**config.mk**
```make
export PLATFORM = sky130hd
export DESIGN_NAME = gpio_pattern_generator_flat
export DESIGN_NICKNAME = d
export VERILOG_FILES = /design/src/hw/rtl/gpg_pkg.sv /design/src/hw/rtl/gpg_ifs.sv /design/src/hw/rtl/gpio_pattern_generator.sv /design/src/hw/rtl/gpg_div_unit.sv /design/src/flat_wrapper.sv
export SDC_FILE = /design/constraint.sdc
export NUM_CORES = 1
export LEC_CHECK = 0
export ABC_AREA = 1
export BUFFER_PORTS_ARGS = -buffer_cell sky130_fd_sc_hd__buf_2
export CAP_MARGIN = 25
export CORE_AREA = 5 5 209 211
export CTS_CLUSTER_DIAMETER = 200
export DETAILED_ROUTE_END_ITERATION = 8
export DIE_AREA = 0 0 214 216
export HOLD_SLACK_MARGIN = 0.06
export PLACE_DENSITY = 0.59
export SLEW_MARGIN = 15
export SYNTH_ARGS = -nofsm -noshare
export SYNTH_HDL_FRONTEND = slang
export SYNTH_SLANG_ARGS = --single-unit
```
**constraint.sdc**
```tcl
create_clock -name clock -period 4.8 [get_ports clock]
set_input_delay 0.24 -clock clock [delete_from_list [all_inputs] [get_ports clock]]
set_output_delay 0.24 -clock clock [all_outputs]
set_load 0.1 [all_outputs]
```
**src/hw/rtl/gpg_pkg.sv**
```systemverilog
// ----------------------------------------------------------------------------
// GPIO pattern generator package
// Shared constants, register indexes, mode codes and the types that pass
// between the sequencer and the iterative divider.
// ----------------------------------------------------------------------------
`default_nettype none

package gpg_pkg;

   localparam int PAT_LEN_LIMIT = 32;

   localparam int TIME_W     = 64;
   localparam int PHASE_W    = 32;
   localparam int MODE_W     = 2;
   localparam int LEN_W      = 6;
   localparam int IDX_W      = 5;
   localparam int CSR_IDX_W  = 3;
   localparam int CSR_DATA_W = 32;
   localparam int CNT_W      = $clog2(PHASE_W);

   // Longest usable pattern: the smaller of the word width and PAT_LEN_LIMIT.
   localparam int MAX_LEN = (PAT_LEN_LIMIT < PHASE_W) ? PAT_LEN_LIMIT : PHASE_W;

   // Register indexes.
   localparam logic [CSR_IDX_W-1:0] REG_MODE         = 3'd0;
   localparam logic [CSR_IDX_W-1:0] REG_PERIOD       = 3'd1;
   localparam logic [CSR_IDX_W-1:0] REG_ON_TIME      = 3'd2;
   localparam logic [CSR_IDX_W-1:0] REG_PATTERN_WORD = 3'd3;
   localparam logic [CSR_IDX_W-1:0] REG_PATTERN_LEN  = 3'd4;
   localparam logic [CSR_IDX_W-1:0] REG_ENABLE       = 3'd5;
   localparam logic [CSR_IDX_W-1:0] REG_INVERT       = 3'd6;
   localparam logic [CSR_IDX_W-1:0] REG_USE_CONTROL  = 3'd7;

   // Pattern modes.
   localparam logic [MODE_W-1:0] MODE_STATIC = 2'd0;
   localparam logic [MODE_W-1:0] MODE_BLINK  = 2'd1;
   localparam logic [MODE_W-1:0] MODE_PWM    = 2'd2;
   localparam logic [MODE_W-1:0] MODE_CUSTOM = 2'd3;

   // Request from the sequencer to the divider.
   typedef struct packed {
      logic               start;
      logic [PHASE_W-1:0] dividend;
   } gpg_div_req_type;

   // Result of the divider: remainder and the quotient reduced modulo the
   // pattern length, valid in the cycle that done is high.
   typedef struct packed {
      logic               done;
      logic [PHASE_W-1:0] remainder;
      logic [IDX_W-1:0]   wrap_mod;
   } gpg_div_rsp_type;

   // Pattern length in use, clamped to the longest usable pattern.
   function automatic logic [LEN_W-1:0] eff_len(input logic [LEN_W-1:0] len);
      logic [LEN_W-1:0] lim;
      lim = LEN_W'(MAX_LEN);
      eff_len = (len > lim) ? lim : len;
   endfunction

endpackage

`default_nettype wire

```
**src/hw/rtl/gpg_ifs.sv**
```systemverilog
// ----------------------------------------------------------------------------
// GPIO pattern generator channel interfaces
// Valid/ready channels for the tick words and the pin result words.
// ----------------------------------------------------------------------------
`default_nettype none

interface gpg_req_if;
   import gpg_pkg::*;

   logic              valid;
   logic              ready;
   logic [TIME_W-1:0] now_us;
   logic              control_present;
   logic              control_nonzero;

   modport source (output valid, now_us, control_present, control_nonzero, input ready);
   modport sink   (input valid, now_us, control_present, control_nonzero, output ready);
endinterface

interface gpg_rsp_if;
   logic valid;
   logic ready;
   logic pin_level;
   logic pin_write;

   modport source (output valid, pin_level, pin_write, input ready);
   modport sink   (input valid, pin_level, pin_write, output ready);
endinterface

`default_nettype wire

```
**src/hw/rtl/gpio_pattern_generator.sv**
```systemverilog
// ----------------------------------------------------------------------------
// GPIO pattern generator
// Drives one pin level from timestamped ticks: static, blink, PWM or a
// custom bit pattern, with inversion, enable and external control gating.
// ----------------------------------------------------------------------------
//
//   Channel   Direction  Handshake        Word contents
//   req_chan  in         valid / ready    now_us, control_present, control_nonzero
//   rsp_chan  out        valid / ready    pin_level, pin_write
//   csr_*     in         csr_we only      csr_index, csr_wdata
//
// A tick that is disabled, skipped or forced off by the control signal is
// answered directly: its result word appears in the next cycle and the next
// tick can be taken at the following edge. A timed tick that needs no
// division (the first one, or any tick with a zero period) goes straight to
// the final step. A later timed tick with a non-zero period passes through
// the divide state: the 32-bit phase is reduced modulo the period by a
// restoring divider that resolves one quotient bit a cycle, and no new tick
// is taken until the final step has written its result word.
// Reset is synchronous and active high; it clears the sequencer, the started
// flag, pattern index, pin level and result valid flag, and loads reset values.
// The result word is held in an output register, so a stalled consumer only
// blocks the next tick once that word is still waiting at the end of a tick.
// ----------------------------------------------------------------------------
`default_nettype none

module gpio_pattern_generator (
   input  logic                               clock,
   input  logic                               reset,
   gpg_req_if.sink                            req_chan,
   gpg_rsp_if.source                          rsp_chan,
   input  logic                               csr_we,
   input  logic [gpg_pkg::CSR_IDX_W-1:0]      csr_index,
   input  logic [gpg_pkg::CSR_DATA_W-1:0]     csr_wdata
);
   import gpg_pkg::*;

   // Sequencer states.
   typedef enum logic [2:0] {
      ST_IDLE = 3'b001,
      ST_DIV  = 3'b010,
      ST_FIN  = 3'b100
   } state_type;

   state_type state_ff, state_in;

   // Configuration registers.
   logic [MODE_W-1:0]  mode_ff;
   logic [PHASE_W-1:0] period_ff;
   logic [PHASE_W-1:0] on_time_ff;
   logic [PHASE_W-1:0] pat_word_ff;
   logic [LEN_W-1:0]   pat_len_ff;
   logic               enable_ff;
   logic               invert_ff;
   logic               use_ctl_ff;

   // Timing state. Only the low half of the last time stamp matters, since
   // the elapsed time is truncated to 32 bits before it enters the phase.
   logic               started_ff, started_in;
   logic [PHASE_W-1:0] last_ff,    last_in;
   logic [PHASE_W-1:0] phase_ff,   phase_in;
   logic [IDX_W-1:0]   idx_ff,     idx_in;
   logic               level_ff,   level_in;
   logic               first_ff,   first_in;
   logic               wrap_ff,    wrap_in;

   // Output register.
   logic               rsp_valid_ff, rsp_valid_in;
   logic               rsp_level_ff, rsp_level_in;
   logic               rsp_write_ff, rsp_write_in;

   gpg_div_req_type    div_req;
   gpg_div_rsp_type    div_rsp;

   logic               req_accept;
   logic               force_off;
   logic               skip_tick;
   logic [PHASE_W-1:0] phase_sum;
   logic [LEN_W-1:0]   n_len;
   logic [LEN_W-1:0]   idx_add;
   logic [IDX_W-1:0]   idx_new;
   logic               want;

   assign n_len = eff_len(pat_len_ff);

   // A new tick may enter only from idle and only when the output register
   // is free or is being emptied in this cycle.
   assign req_chan.ready = (state_ff == ST_IDLE) && (!rsp_valid_ff || rsp_chan.ready);
   assign req_accept     = req_chan.valid && req_chan.ready;

   assign force_off = !enable_ff || (use_ctl_ff && req_chan.control_present &&
                                     !req_chan.control_nonzero);
   assign skip_tick = enable_ff && use_ctl_ff && !req_chan.control_present;

   assign phase_sum = phase_ff + req_chan.now_us[PHASE_W-1:0] - last_ff;

   assign div_req.start    = req_accept && !force_off && !skip_tick && started_ff &&
                             (period_ff != '0);
   assign div_req.dividend = phase_sum;

   gpg_div_unit u_div (
      .clock    (clock),
      .reset    (reset),
      .div_req  (div_req),
      .divisor  (period_ff),
      .pat_len  (n_len),
      .div_rsp  (div_rsp)
   );

   // Final step: advance the custom pattern index by the number of period
   // wraps and work out the pattern level for the reduced phase.
   always_comb begin
      idx_add = {1'b0, idx_ff} + {1'b0, div_rsp.wrap_mod};
      idx_new = idx_ff;
      if (wrap_ff && (mode_ff == MODE_CUSTOM) && (n_len != '0)) begin
         idx_new = (idx_add >= n_len) ? IDX_W'(idx_add - n_len) : idx_add[IDX_W-1:0];
      end

      case (mode_ff) inside
         MODE_STATIC:         want = 1'b1;
         MODE_BLINK, MODE_PWM: want = (phase_ff < on_time_ff);
         default:             want = (n_len != '0) && pat_word_ff[idx_new];
      endcase
      want = want ^ invert_ff;
   end

   always_comb begin
      state_in     = state_ff;
      started_in   = started_ff;
      last_in      = last_ff;
      phase_in     = phase_ff;
      idx_in       = idx_ff;
      level_in     = level_ff;
      first_in     = first_ff;
      wrap_in      = wrap_ff;
      rsp_valid_in = rsp_valid_ff && !rsp_chan.ready;
      rsp_level_in = rsp_level_ff;
      rsp_write_in = rsp_write_ff;

      unique case (state_ff)
         ST_IDLE: begin
            if (req_accept) begin
               if (force_off) begin
                  // Pin goes to its off level; time does not move on.
                  level_in     = invert_ff;
                  rsp_valid_in = 1'b1;
                  rsp_level_in = invert_ff;
                  rsp_write_in = (level_ff != invert_ff);
               end else if (skip_tick) begin
                  rsp_valid_in = 1'b1;
                  rsp_level_in = level_ff;
                  rsp_write_in = 1'b0;
               end else if (!started_ff) begin
                  started_in = 1'b1;
                  last_in    = req_chan.now_us[PHASE_W-1:0];
                  phase_in   = '0;
                  first_in   = 1'b1;
                  wrap_in    = 1'b0;
                  state_in   = ST_FIN;
               end else begin
                  last_in  = req_chan.now_us[PHASE_W-1:0];
                  phase_in = phase_sum;
                  first_in = 1'b0;
                  wrap_in  = (period_ff != '0);
                  state_in = (period_ff != '0) ? ST_DIV : ST_FIN;
               end
            end
         end
         ST_DIV: begin
            if (div_rsp.done) begin
               phase_in = div_rsp.remainder;
               state_in = ST_FIN;
            end
         end
         ST_FIN: begin
            idx_in       = idx_new;
            level_in     = want;
            rsp_valid_in = 1'b1;
            rsp_level_in = want;
            rsp_write_in = first_ff || (want != level_ff);
            state_in     = ST_IDLE;
         end
         default: begin
            state_in = ST_IDLE;
         end
      endcase

      // Writing either pattern register restarts the pattern at bit zero.
      if (csr_we && ((csr_index == REG_PATTERN_WORD) || (csr_index == REG_PATTERN_LEN))) begin
         idx_in = '0;
      end
   end

   always_ff @(posedge clock) begin
      phase_ff     <= phase_in;
      last_ff      <= last_in;
      first_ff     <= first_in;
      wrap_ff      <= wrap_in;
      rsp_level_ff <= rsp_level_in;
      rsp_write_ff <= rsp_write_in;
      if (reset) begin
         state_ff     <= ST_IDLE;
         started_ff   <= 1'b0;
         idx_ff       <= '0;
         level_ff     <= 1'b0;
         rsp_valid_ff <= 1'b0;
      end else begin
         state_ff     <= state_in;
         started_ff   <= started_in;
         idx_ff       <= idx_in;
         level_ff     <= level_in;
         rsp_valid_ff <= rsp_valid_in;
      end
   end

   // Config registers: user must write only while the block is idle, not enforced.
   always_ff @(posedge clock) begin
      if (reset) begin
         mode_ff     <= MODE_STATIC;
         period_ff   <= '0;
         on_time_ff  <= '0;
         pat_word_ff <= '0;
         pat_len_ff  <= '0;
         enable_ff   <= 1'b1;
         invert_ff   <= 1'b0;
         use_ctl_ff  <= 1'b0;
      end else if (csr_we) begin
         unique case (csr_index)
            REG_MODE:         mode_ff     <= csr_wdata[MODE_W-1:0];
            REG_PERIOD:       period_ff   <= csr_wdata[PHASE_W-1:0];
            REG_ON_TIME:      on_time_ff  <= csr_wdata[PHASE_W-1:0];
            REG_PATTERN_WORD: pat_word_ff <= csr_wdata[PHASE_W-1:0];
            REG_PATTERN_LEN:  pat_len_ff  <= csr_wdata[LEN_W-1:0];
            REG_ENABLE:       enable_ff   <= csr_wdata[0];
            REG_INVERT:       invert_ff   <= csr_wdata[0];
            REG_USE_CONTROL:  use_ctl_ff  <= csr_wdata[0];
            default: begin
            end
         endcase
      end
   end

   assign rsp_chan.valid     = rsp_valid_ff;
   assign rsp_chan.pin_level = rsp_level_ff;
   assign rsp_chan.pin_write = rsp_write_ff;

endmodule

`default_nettype wire

```
**src/hw/rtl/gpg_div_unit.sv**
```systemverilog
// ----------------------------------------------------------------------------
// GPIO pattern generator divider
// Restoring divider, one quotient bit per cycle, that also reduces the
// quotient modulo the pattern length as its bits emerge.
// ----------------------------------------------------------------------------
`default_nettype none

module gpg_div_unit (
   input  logic                               clock,
   input  logic                               reset,
   input  gpg_pkg::gpg_div_req_type           div_req,
   input  logic [gpg_pkg::PHASE_W-1:0]        divisor,
   input  logic [gpg_pkg::LEN_W-1:0]          pat_len,
   output gpg_pkg::gpg_div_rsp_type           div_rsp
);
   import gpg_pkg::*;

   logic [PHASE_W-1:0] rem_ff,  rem_in;
   logic [PHASE_W-1:0] dvd_ff,  dvd_in;
   logic [CNT_W-1:0]   cnt_ff,  cnt_in;
   logic [IDX_W-1:0]   wm_ff,   wm_in;
   logic               busy_ff, busy_in;
   logic               done_ff, done_in;

   logic [PHASE_W+1:0] diff;
   logic               qbit;
   logic [LEN_W-1:0]   wm_dbl;

   always_comb begin
      diff   = {1'b0, rem_ff, dvd_ff[PHASE_W-1]} - {2'b00, divisor};
      qbit   = ~diff[PHASE_W+1];
      // The running quotient modulo the length doubles and takes in the new bit.
      wm_dbl = {wm_ff, qbit};

      rem_in  = rem_ff;
      dvd_in  = dvd_ff;
      cnt_in  = cnt_ff;
      wm_in   = wm_ff;
      busy_in = busy_ff;
      done_in = 1'b0;

      if (div_req.start) begin
         rem_in  = '0;
         dvd_in  = div_req.dividend;
         cnt_in  = '0;
         wm_in   = '0;
         busy_in = 1'b1;
      end else if (busy_ff) begin
         rem_in = qbit ? diff[PHASE_W-1:0] : {rem_ff[PHASE_W-2:0], dvd_ff[PHASE_W-1]};
         dvd_in = {dvd_ff[PHASE_W-2:0], 1'b0};
         wm_in  = (wm_dbl >= pat_len) ? IDX_W'(wm_dbl - pat_len) : wm_dbl[IDX_W-1:0];
         cnt_in = cnt_ff + 1'b1;
         if (cnt_ff == CNT_W'(PHASE_W - 1)) begin
            busy_in = 1'b0;
            done_in = 1'b1;
         end
      end
   end

   always_ff @(posedge clock) begin
      rem_ff <= rem_in;
      dvd_ff <= dvd_in;
      cnt_ff <= cnt_in;
      wm_ff  <= wm_in;
      if (reset) begin
         busy_ff <= 1'b0;
         done_ff <= 1'b0;
      end else begin
         busy_ff <= busy_in;
         done_ff <= done_in;
      end
   end

   assign div_rsp.done      = done_ff;
   assign div_rsp.remainder = rem_ff;
   assign div_rsp.wrap_mod  = wm_ff;

endmodule

`default_nettype wire

```
**src/flat_wrapper.sv**
```systemverilog
// flat-port wrapper written by rule: the top's interface ports become plain ports
module gpio_pattern_generator_flat import gpg_pkg::*;
  (clock, reset, csr_we, csr_index, csr_wdata, req_chan_valid, req_chan_now_us, req_chan_control_present, req_chan_control_nonzero, req_chan_ready, rsp_chan_valid, rsp_chan_pin_level, rsp_chan_pin_write, rsp_chan_ready);
  gpg_req_if req_chan_i ();
  gpg_rsp_if rsp_chan_i ();
  input  logic clock;
  input  logic reset;
  input  logic csr_we;
  input  logic [gpg_pkg::CSR_IDX_W-1:0] csr_index;
  input  logic [gpg_pkg::CSR_DATA_W-1:0] csr_wdata;
  input wire logic [$bits(req_chan_i.valid)-1:0] req_chan_valid;
  input wire logic [$bits(req_chan_i.now_us)-1:0] req_chan_now_us;
  input wire logic [$bits(req_chan_i.control_present)-1:0] req_chan_control_present;
  input wire logic [$bits(req_chan_i.control_nonzero)-1:0] req_chan_control_nonzero;
  output wire logic [$bits(req_chan_i.ready)-1:0] req_chan_ready;
  output wire logic [$bits(rsp_chan_i.valid)-1:0] rsp_chan_valid;
  output wire logic [$bits(rsp_chan_i.pin_level)-1:0] rsp_chan_pin_level;
  output wire logic [$bits(rsp_chan_i.pin_write)-1:0] rsp_chan_pin_write;
  input wire logic [$bits(rsp_chan_i.ready)-1:0] rsp_chan_ready;
  assign req_chan_i.valid = req_chan_valid;
  assign req_chan_i.now_us = req_chan_now_us;
  assign req_chan_i.control_present = req_chan_control_present;
  assign req_chan_i.control_nonzero = req_chan_control_nonzero;
  assign req_chan_ready = req_chan_i.ready;
  assign rsp_chan_valid = rsp_chan_i.valid;
  assign rsp_chan_pin_level = rsp_chan_i.pin_level;
  assign rsp_chan_pin_write = rsp_chan_i.pin_write;
  assign rsp_chan_i.ready = rsp_chan_ready;
  gpio_pattern_generator u_core (.clock(clock), .reset(reset), .req_chan(req_chan_i), .rsp_chan(rsp_chan_i), .csr_we(csr_we), .csr_index(csr_index), .csr_wdata(csr_wdata));
endmodule
```
; ---- After elaboration in Yosys (flattened, before gate mapping)
; Index checks and enable logic that the tools add are counted.
[classes]
n_reduce_logical = 49
addsub = 7
bitwise_logic = 5
mux = 44
magnitude_cmp = 5
eq_ne = 22
[ops]
columns = op, n
row1 = $mux 32, 8
row2 = $pmux 32 s2, 1
row3 = $sub 33x32->34, 1
row4 = $add 32x32->32, 1
row5 = $lt 32x32->1, 1
row6 = $reduce_bool 32->1, 1
row7 = $sub 32x32->32, 1
row8 = $mux 1, 19
row9 = $mux 3, 6
row10 = $reduce_and 2->1, 8
row11 = $eq 3x3->1 const B, 5
row12 = $logic_and 1x1->1, 15
row13 = $mux 5, 3
row14 = $ge 6x6->1, 2
row15 = $sub 5x5->5, 2
row16 = $eq 3x2->1 const B, 3
row17 = $pmux 1 s2, 4
row18 = $reduce_and 4->1, 2
row19 = $logic_not 1->1, 7
row20 = $add 5x5->6, 1
row21 = $eq 3x1->1 const B, 2
row22 = $gt 6x6->1 const B, 1
row23 = $lt 5x6->1 const B, 1
row24 = $mux 6, 1
row25 = 21 further kinds, 36
[totals]
word_cells = 157
out_inout_bits = 4
regBits = 262

; ---- Longest topological paths before layout
[depth]
ltp_word = 14
ltp_mapped = 25
mapped_depth_nobuf = 24

; ---- Hierarchy
; Synthesis repeated with hierarchy kept, for this count alone.
[unflattened]
cells_unflattened = 2371
hier_area_um2 = 17441.7
[by_module_without_submodules]
columns = mod, n_inst, area_per_inst_um2, seq_area_each_um2, cells_each
row1 = gpio_pattern_generator, 1, 11135.7, 4404.2, 1366
row2 = gpg_div_unit, 1, 6306.0, 1841.8, 1005

; ---- Least setup slack after synthesis
; Ideal clock, no wire load.
[synth_path]
kind = register -> register
from = register u_core.rsp_valid_ff, in the netlist u_core.rsp_chan.valid
to = register u_core.state_ff[2]
stages_incl_launch_ff = 12
setup_slack_ns = -1.540
t_required_ns = 4.726
setup_ns = 0.074
arrival_ns = 6.266
path_cell_list = dfxtp_1 > inv_1 > nor2_1 > nor2_1 > nand2_1 > nor2_1 > inv_1 > nand2_1 > nand2_1 > a21oi_1 > o21ai_0 > nor2_1
[synth_via]
elab_chain_cells = 6
[synth_lines]
columns = item, line_no
row1 = "start, declared", gpio_pattern_generator.sv:68  ; logic rsp_valid_ff, rsp_valid_in;
row2 = "start signal, assigned", gpio_pattern_generator.sv:212  ; rsp_valid_ff <= rsp_valid_in;
row3 = $logic_not 1->1, gpio_pattern_generator.sv:88  ; assign req_chan.ready = (state_ff == ST_IDLE) && (!rsp_valid_ff || rsp_chan.ready);
row4 = $logic_or 1x1->1, gpio_pattern_generator.sv:88
row5 = $logic_and 1x1->1, gpio_pattern_generator.sv:88
row6 = net req_chan_ready, flat_wrapper.sv:15  ; output wire logic [$bits(req_chan_i.ready)-1:0] req_chan_ready;
row7 = $logic_and 1x1->1, gpio_pattern_generator.sv:89  ; assign req_accept = req_chan.valid && req_chan.ready;
row8 = $ne 2x1->1 (no line), --
row9 = $reduce_and 4->1 (no line), --
row10 = "end signal, assigned", gpio_pattern_generator.sv:208  ; state_ff <= state_in;
row11 = "end, declared", gpio_pattern_generator.sv:45  ; state_type state_ff, state_in;
; The timed path passes the listed nets, and every way through them passes these cells.
; A chain may end at the register's enable or synchronous reset.

; ---- Worst setup path in the final report
[layout_path]
from = register u_core.u_div.wm_ff[0]
to = register u_core.rsp_level_ff, in the netlist u_core.rsp_chan.pin_level (data pin)
[layout_via]
elab_chain_cells = 11
[layout_lines]
columns = item, line_no
row1 = "start, declared", gpg_div_unit.sv:21  ; logic [IDX_W-1:0] wm_ff, wm_in;
row2 = "start signal, assigned", gpg_div_unit.sv:64  ; wm_ff <= wm_in;
row3 = $add 5x5->6 (*), gpio_pattern_generator.sv:113  ; idx_add = {1'b0, idx_ff} + {1'b0, div_rsp.wrap_mod};
row4 = $sub 5x5->5 / $ge 6x6->1 (equally long branches), gpio_pattern_generator.sv:116  ; idx_new = (idx_add >= n_len) ? IDX_W'(idx_add - n_len) : idx_add[IDX_W-1:0];
row5 = $mux 5 (*), gpio_pattern_generator.sv:116
row6 = $mux 5 (*), gpio_pattern_generator.sv:115  ; if (wrap_ff && (mode_ff == MODE_CUSTOM) && (n_len != '0)) begin
row7 = $bmux 1 s5 (*), gpio_pattern_generator.sv:122  ; default: want = (n_len != '0) && pat_word_ff[idx_new];
row8 = $mux 1 (not written as such) (*), gpio_pattern_generator.sv:122
row9 = $logic_and 1x1->1 (*), gpio_pattern_generator.sv:122
row10 = $mux 1 (*) (2 in series), gpio_pattern_generator.sv:119  ; case (mode_ff) inside
row11 = $xor 1x1->1 (*), gpio_pattern_generator.sv:124  ; want = want ^ invert_ff;
row12 = $pmux 1 s2 (*), gpio_pattern_generator.sv:140  ; unique case (state_ff)
row13 = net u_core.rsp_level_in, gpio_pattern_generator.sv:69  ; logic rsp_level_ff, rsp_level_in;
row14 = "end signal, assigned", gpio_pattern_generator.sv:199  ; rsp_level_ff <= rsp_level_in;
row15 = "end, declared", gpio_pattern_generator.sv:69
; Mark *: on every way through the listed nets, which the timed path passes. The rest lies on a longest branch. The select of a mux whose other input is x is not followed.

==> metrics.txt <==
# TYPE chip_impl_metric gauge
chip_impl_metric{name="share_of_flip_flops_with_an_asynchronous_set_or_reset_after_synthesis",unit="%"} 0
chip_impl_metric{name="regToRegSetupSlack",unit="ns"} 0.76
chip_impl_metric{name="edff_count_synth",unit=""} 100
chip_impl_metric{name="drc",unit=""} 0
chip_impl_info{name="synth_ff_type",value="dfxtp_1"} 1
chip_impl_metric{name="yosys.cell_types.count",unit=""} 56
chip_impl_metric{name="avgViaCountPerCell",unit=""} 4.99
chip_impl_metric{name="delay_contributed_by_the_slowest_stage_of_the_critical_path",unit="ns"} 0.42
chip_impl_info{name="setup_repair_after_global_routing_missed_its_margin",value="no"} 1
chip_impl_metric{name="row_count",unit=""} 75
chip_impl_metric{name="slew_headroom",unit="%"} 45.1
chip_impl_metric{name="synth-xor-area-share",unit="%"} 3.68
chip_impl_metric{name="p_leak",unit="µW"} 0.00847
chip_impl_metric{name="fin_tns_setup",unit="ns"} 0
chip_impl_metric{name="clk-insertion-delay-late",unit="ns"} 0.57
chip_impl_metric{name="syn-cell-area",unit="mm²"} 0.0159
chip_impl_metric{name="fin_nets",unit=""} 2385
chip_impl_metric{name="dp_hpwl",unit="µm"} 33500
chip_impl_metric{name="post_synthesis_cells",unit=""} 1989
chip_impl_info{name="rr_startpoint",value="u_core.u_div.wm_ff[0]$_SDFFE_PP0P_"} 1
chip_impl_metric{name="maxSlewViolCount",unit=""} 0
chip_impl_info{name="library_cell_contributing_the_largest_single_delay_on_the_critical_path",value="dfxtp_1"} 1
chip_impl_metric{name="chipHeight",unit="µm"} 216
chip_impl_metric{name="number_of_buffers_created_by_cts",unit=""} 31
chip_impl_metric{name="maxCapViolCount",unit=""} 0
chip_impl_metric{name="fill_cells",unit=""} 4180
chip_impl_metric{name="synth_simple_gate_area_share",unit="%"} 17.8
chip_impl_info{name="worst_r2r_endpoint",value="u_core.rsp_chan.pin_level$_DFFE_PP_"} 1
chip_impl_metric{name="io_pins",unit=""} 110
chip_impl_metric{name="postSynthRegisterBits",unit=""} 262
chip_impl_metric{name="initial_utilization",unit="%"} 38.4
chip_impl_metric{name="power_density",unit="mW/mm²"} 714
chip_impl_metric{name="maxClockFrequency",unit="MHz"} 248
chip_impl_metric{name="timing.final.setup_violations",unit=""} 0
chip_impl_info{name="timing.critical_path.to_type",value="flop"} 1
chip_impl_metric{name="yosysWarnings",unit=""} 0
chip_impl_metric{name="die-width",unit="µm"} 214
chip_impl_metric{name="finalHoldViolations",unit=""} 0
chip_impl_metric{name="drt_first_pass_iters",unit=""} 5
chip_impl_info{name="synth.most_common_cell",value="nand2_1"} 1
chip_impl_metric{name="max-clock-path-buffers",unit=""} 3
chip_impl_metric{name="synth.net_count",unit=""} 2246
chip_impl_metric{name="vdd_drop_max",unit="mV"} 0.292
chip_impl_metric{name="worst-slew-pin-transition",unit="ns"} 0.822
chip_impl_metric{name="finalWirelength",unit="µm"} 43000
chip_impl_metric{name="worst_reg2reg_path_depth",unit=""} 24
chip_impl_metric{name="final_period_minus_worst_setup_slack",unit="ns"} 4.04
chip_impl_metric{name="grt_max_degree",unit=""} 64
chip_impl_metric{name="timing.final.crit_share",unit="%"} 84.1
chip_impl_metric{name="antenna-diode-count",unit=""} 0
chip_impl_metric{name="totalPowerFinal",unit="µW"} 13400
chip_impl_metric{name="numPortBuffers",unit=""} 77
chip_impl_info{name="cp-start-kind",value="flop"} 1
chip_impl_info{name="cell_by_cell_trace_of_the_critical_path",value="ha_1, inv_1, fa_1, o21ai_0, xor2_1, ha_1, nand2_1, inv_1, a21oi_4, nand3_2, nand2_1, nand3_2, nand2_2, nand2_1, nand3_1, nand3_1, nand3_1, nand2_1, nand2_1, nand3_2, nand2_1, nand2_1, nand3_2, o21ai_0"} 1
chip_impl_metric{name="antenna_violating_nets_post_route",unit=""} 0
chip_impl_info{name="largest_family_of_logic_cells_by_synthesized_area",value="simple AND/OR/NAND/NOR gates"} 1
chip_impl_info{name="worst_min_delay_path_category",value="in2reg"} 1
chip_impl_metric{name="hold_path_depth",unit=""} 4
chip_impl_metric{name="vias_in_the_first_global_route",unit=""} 13200
chip_impl_info{name="hold_start",value="csr_index[2]"} 1
chip_impl_metric{name="gp_congestion",unit=""} 0.896
chip_impl_metric{name="h-tree-depth",unit=""} 1
chip_impl_metric{name="first_pass_grt_wire_length",unit="µm"} 69400
chip_impl_metric{name="antenna_found_initial",unit=""} 0
chip_impl_info{name="classification_of_the_worst_setup_path",value="reg2reg"} 1
chip_impl_info{name="synthTopCellsByCount",value="nand2_1, inv_1, a21oi_1, o21ai_0, dfxtp_1"} 1
chip_impl_info{name="clock_tree.root_cell",value="clkbuf_16"} 1
chip_impl_metric{name="core",unit="mm²"} 0.0416
chip_impl_metric{name="finalClockSkew",unit="ns"} 0.0146
chip_impl_metric{name="grt_overflow",unit=""} 0
chip_impl_metric{name="grt_use_total",unit="%"} 18.2
chip_impl_metric{name="postSynthAreaPerCell",unit="µm²"} 8.02
chip_impl_metric{name="wl_per_cell",unit="µm"} 16.0
chip_impl_metric{name="area_delta_synth_final",unit="%"} 17.4
chip_impl_metric{name="arrival",unit="ns"} 4.33
chip_impl_info{name="cell_types_occupying_the_most_area_after_synthesis",value="dfxtp_1, edfxtp_1, ha_1"} 1
chip_impl_info{name="synth_area_leader_cell",value="dfxtp_1"} 1
chip_impl_metric{name="vias_after_detailed_routing",unit=""} 13400
chip_impl_metric{name="muxShareOfSynthArea",unit="%"} 0
chip_impl_metric{name="cp_max_fo",unit=""} 14
chip_impl_info{name="clock_tree_from_tritoncts",value="built"} 1
chip_impl_metric{name="critPathRequiredTime",unit="ns"} 5.10
chip_impl_metric{name="die_area",unit="mm²"} 0.0462
chip_impl_info{name="worst_hold_path.endpoint",value="u_core.enable_ff$_SDFFE_PP1P_"} 1
chip_impl_metric{name="post-synth-top-area-fraction",unit="%"} 20.3
chip_impl_metric{name="drt-initial-drc-count",unit=""} 779
chip_impl_metric{name="path_clk_slew",unit="ns"} 0.06
chip_impl_metric{name="yosysSeqAreaShare",unit="%"} 39.2
chip_impl_metric{name="drive_above_1_share",unit="%"} 8.83
chip_impl_metric{name="cts.sink_count",unit=""} 262
chip_impl_info{name="run_status",value="complete, no violations"} 1
chip_impl_metric{name="synth_compound_area_share",unit="%"} 16.9
chip_impl_info{name="cell_with_the_most_instances_on_the_worst_path",value="nand2_1"} 1
chip_impl_metric{name="synth_adder_area_share",unit="%"} 13.5
## worst max-delay path by stage
stage / end / startpoint / depth (start not counted)
final: u_core.rsp_chan.pin_level$_DFFE_PP_ / u_core.u_div.wm_ff[0]$_SDFFE_PP0P_ / 24
after global routing: u_core.rsp_chan.pin_level$_DFFE_PP_ / u_core.u_div.wm_ff[0]$_SDFFE_PP0P_ / 24
after CTS: u_core.rsp_chan.pin_level$_DFFE_PP_ / u_core.u_div.wm_ff[0]$_SDFFE_PP0P_ / 24
after detailed placement: u_core.rsp_chan.pin_level$_DFFE_PP_ / u_core.u_div.wm_ff[0]$_SDFFE_PP0P_ / 24
after global placement: u_core.rsp_chan.pin_level$_DFFE_PP_ / u_core.u_div.wm_ff[0]$_SDFFE_PP0P_ / 24
after floorplan: u_core.phase_ff[0]$_DFFE_PP_ / u_core.rsp_chan.valid$_SDFF_PP0_ / 9
## cells in the final DEF (no fill, tap or decap), drive strengths merged, types with 29 or more instances in the layout
cell type      n
nor2         160
nand3         81
clkbuf        39
ha           116
inv          306
fa            35
a21oi        185
edfxtp       100
xor2          40
dfxtp        162
dlygate4sd3   71
o211ai        29
o21ai        197
buf           93
nand2        374
## worst max-delay path, delay by kind of cell, from the launching register on
family	cells	cell delay, ns
and+or+nand+nor	15	1.56
adders and majority gates	3	0.89
AOI/OAI and AO/OA	3	0.52
DFF	1	0.42
xor gates and xnor gates	1	0.23
buffers and inverters	2	0.14
## through the flow
stage	instances	cell area [µm²]	util, %	setup slack (ns)	hold WS (ns)
5_1_grt	2691	18700	45.0	0.458	0.156
2_1_floorplan	1989	16000	-	0.311	0.339
4_1_cts	2690	18700	45.0	0.790	0.102
3_5_place_dp	2562	16900	40.6	0.799	0.435
6_report	2691	18700	45.0	0.765	0.132
3_3_place_gp	2561	16800	40.5	0.851	0.433
## cells by family after synthesis
logic type / Yosys count
xor gates and xnor gates: 67
adders and majority gates: 151
DFF: 262
buffers and inverters: 364
and+or+nand+nor: 672
AOI/OAI and AO/OA: 473
## where the power goes
group	total [µW]	switching [µW]	internal, µW
clock network	2540	956	1580
logic	7370	4760	2610
registers	3450	437	3010
## sequential cells by signal (all words and copies together), names as in the netlist, 6 cells and up
signal / cells
u_core.pat_len_ff: 6
u_core.phase_ff: 32
u_core.last_ff: 32
u_core.period_ff: 32
u_core.u_div.dvd_ff: 32
u_core.on_time_ff: 32
u_core.u_div.rem_ff: 32
u_core.pat_word_ff: 32
## per-layer routing
metal | GRT usage, % | vias up | share of wire, %
li1 | - | 6873 | -
met1 | 26.0 | 6252 | 49
met2 | 29.6 | 263 | 44
met3 | 2.44 | 50 | 4.4
met4 | 4.10 | 0 | 2.1
met5 | 0 | - | 0
## final cells by class
class	instances	area, µm²	area share (%)
Clock buffer	39	857	4.58
Inverter	306	1150	6.14
Multi-Input combinational cell	1363	8290	44.3
Tap cell	539	674	3.60
Timing Repair Buffer	164	1240	6.65
Clock inverter	18	254	1.36
Sequential cell	262	6250	33.4
## what timing repair did
action	in CTS	in global routing
setup buffers	0	0
hold buffers	71	0
hold endpoints to repair	130	0
gates resized for setup	0	0
Note: power is estimated with default switching activity, not from simulation.
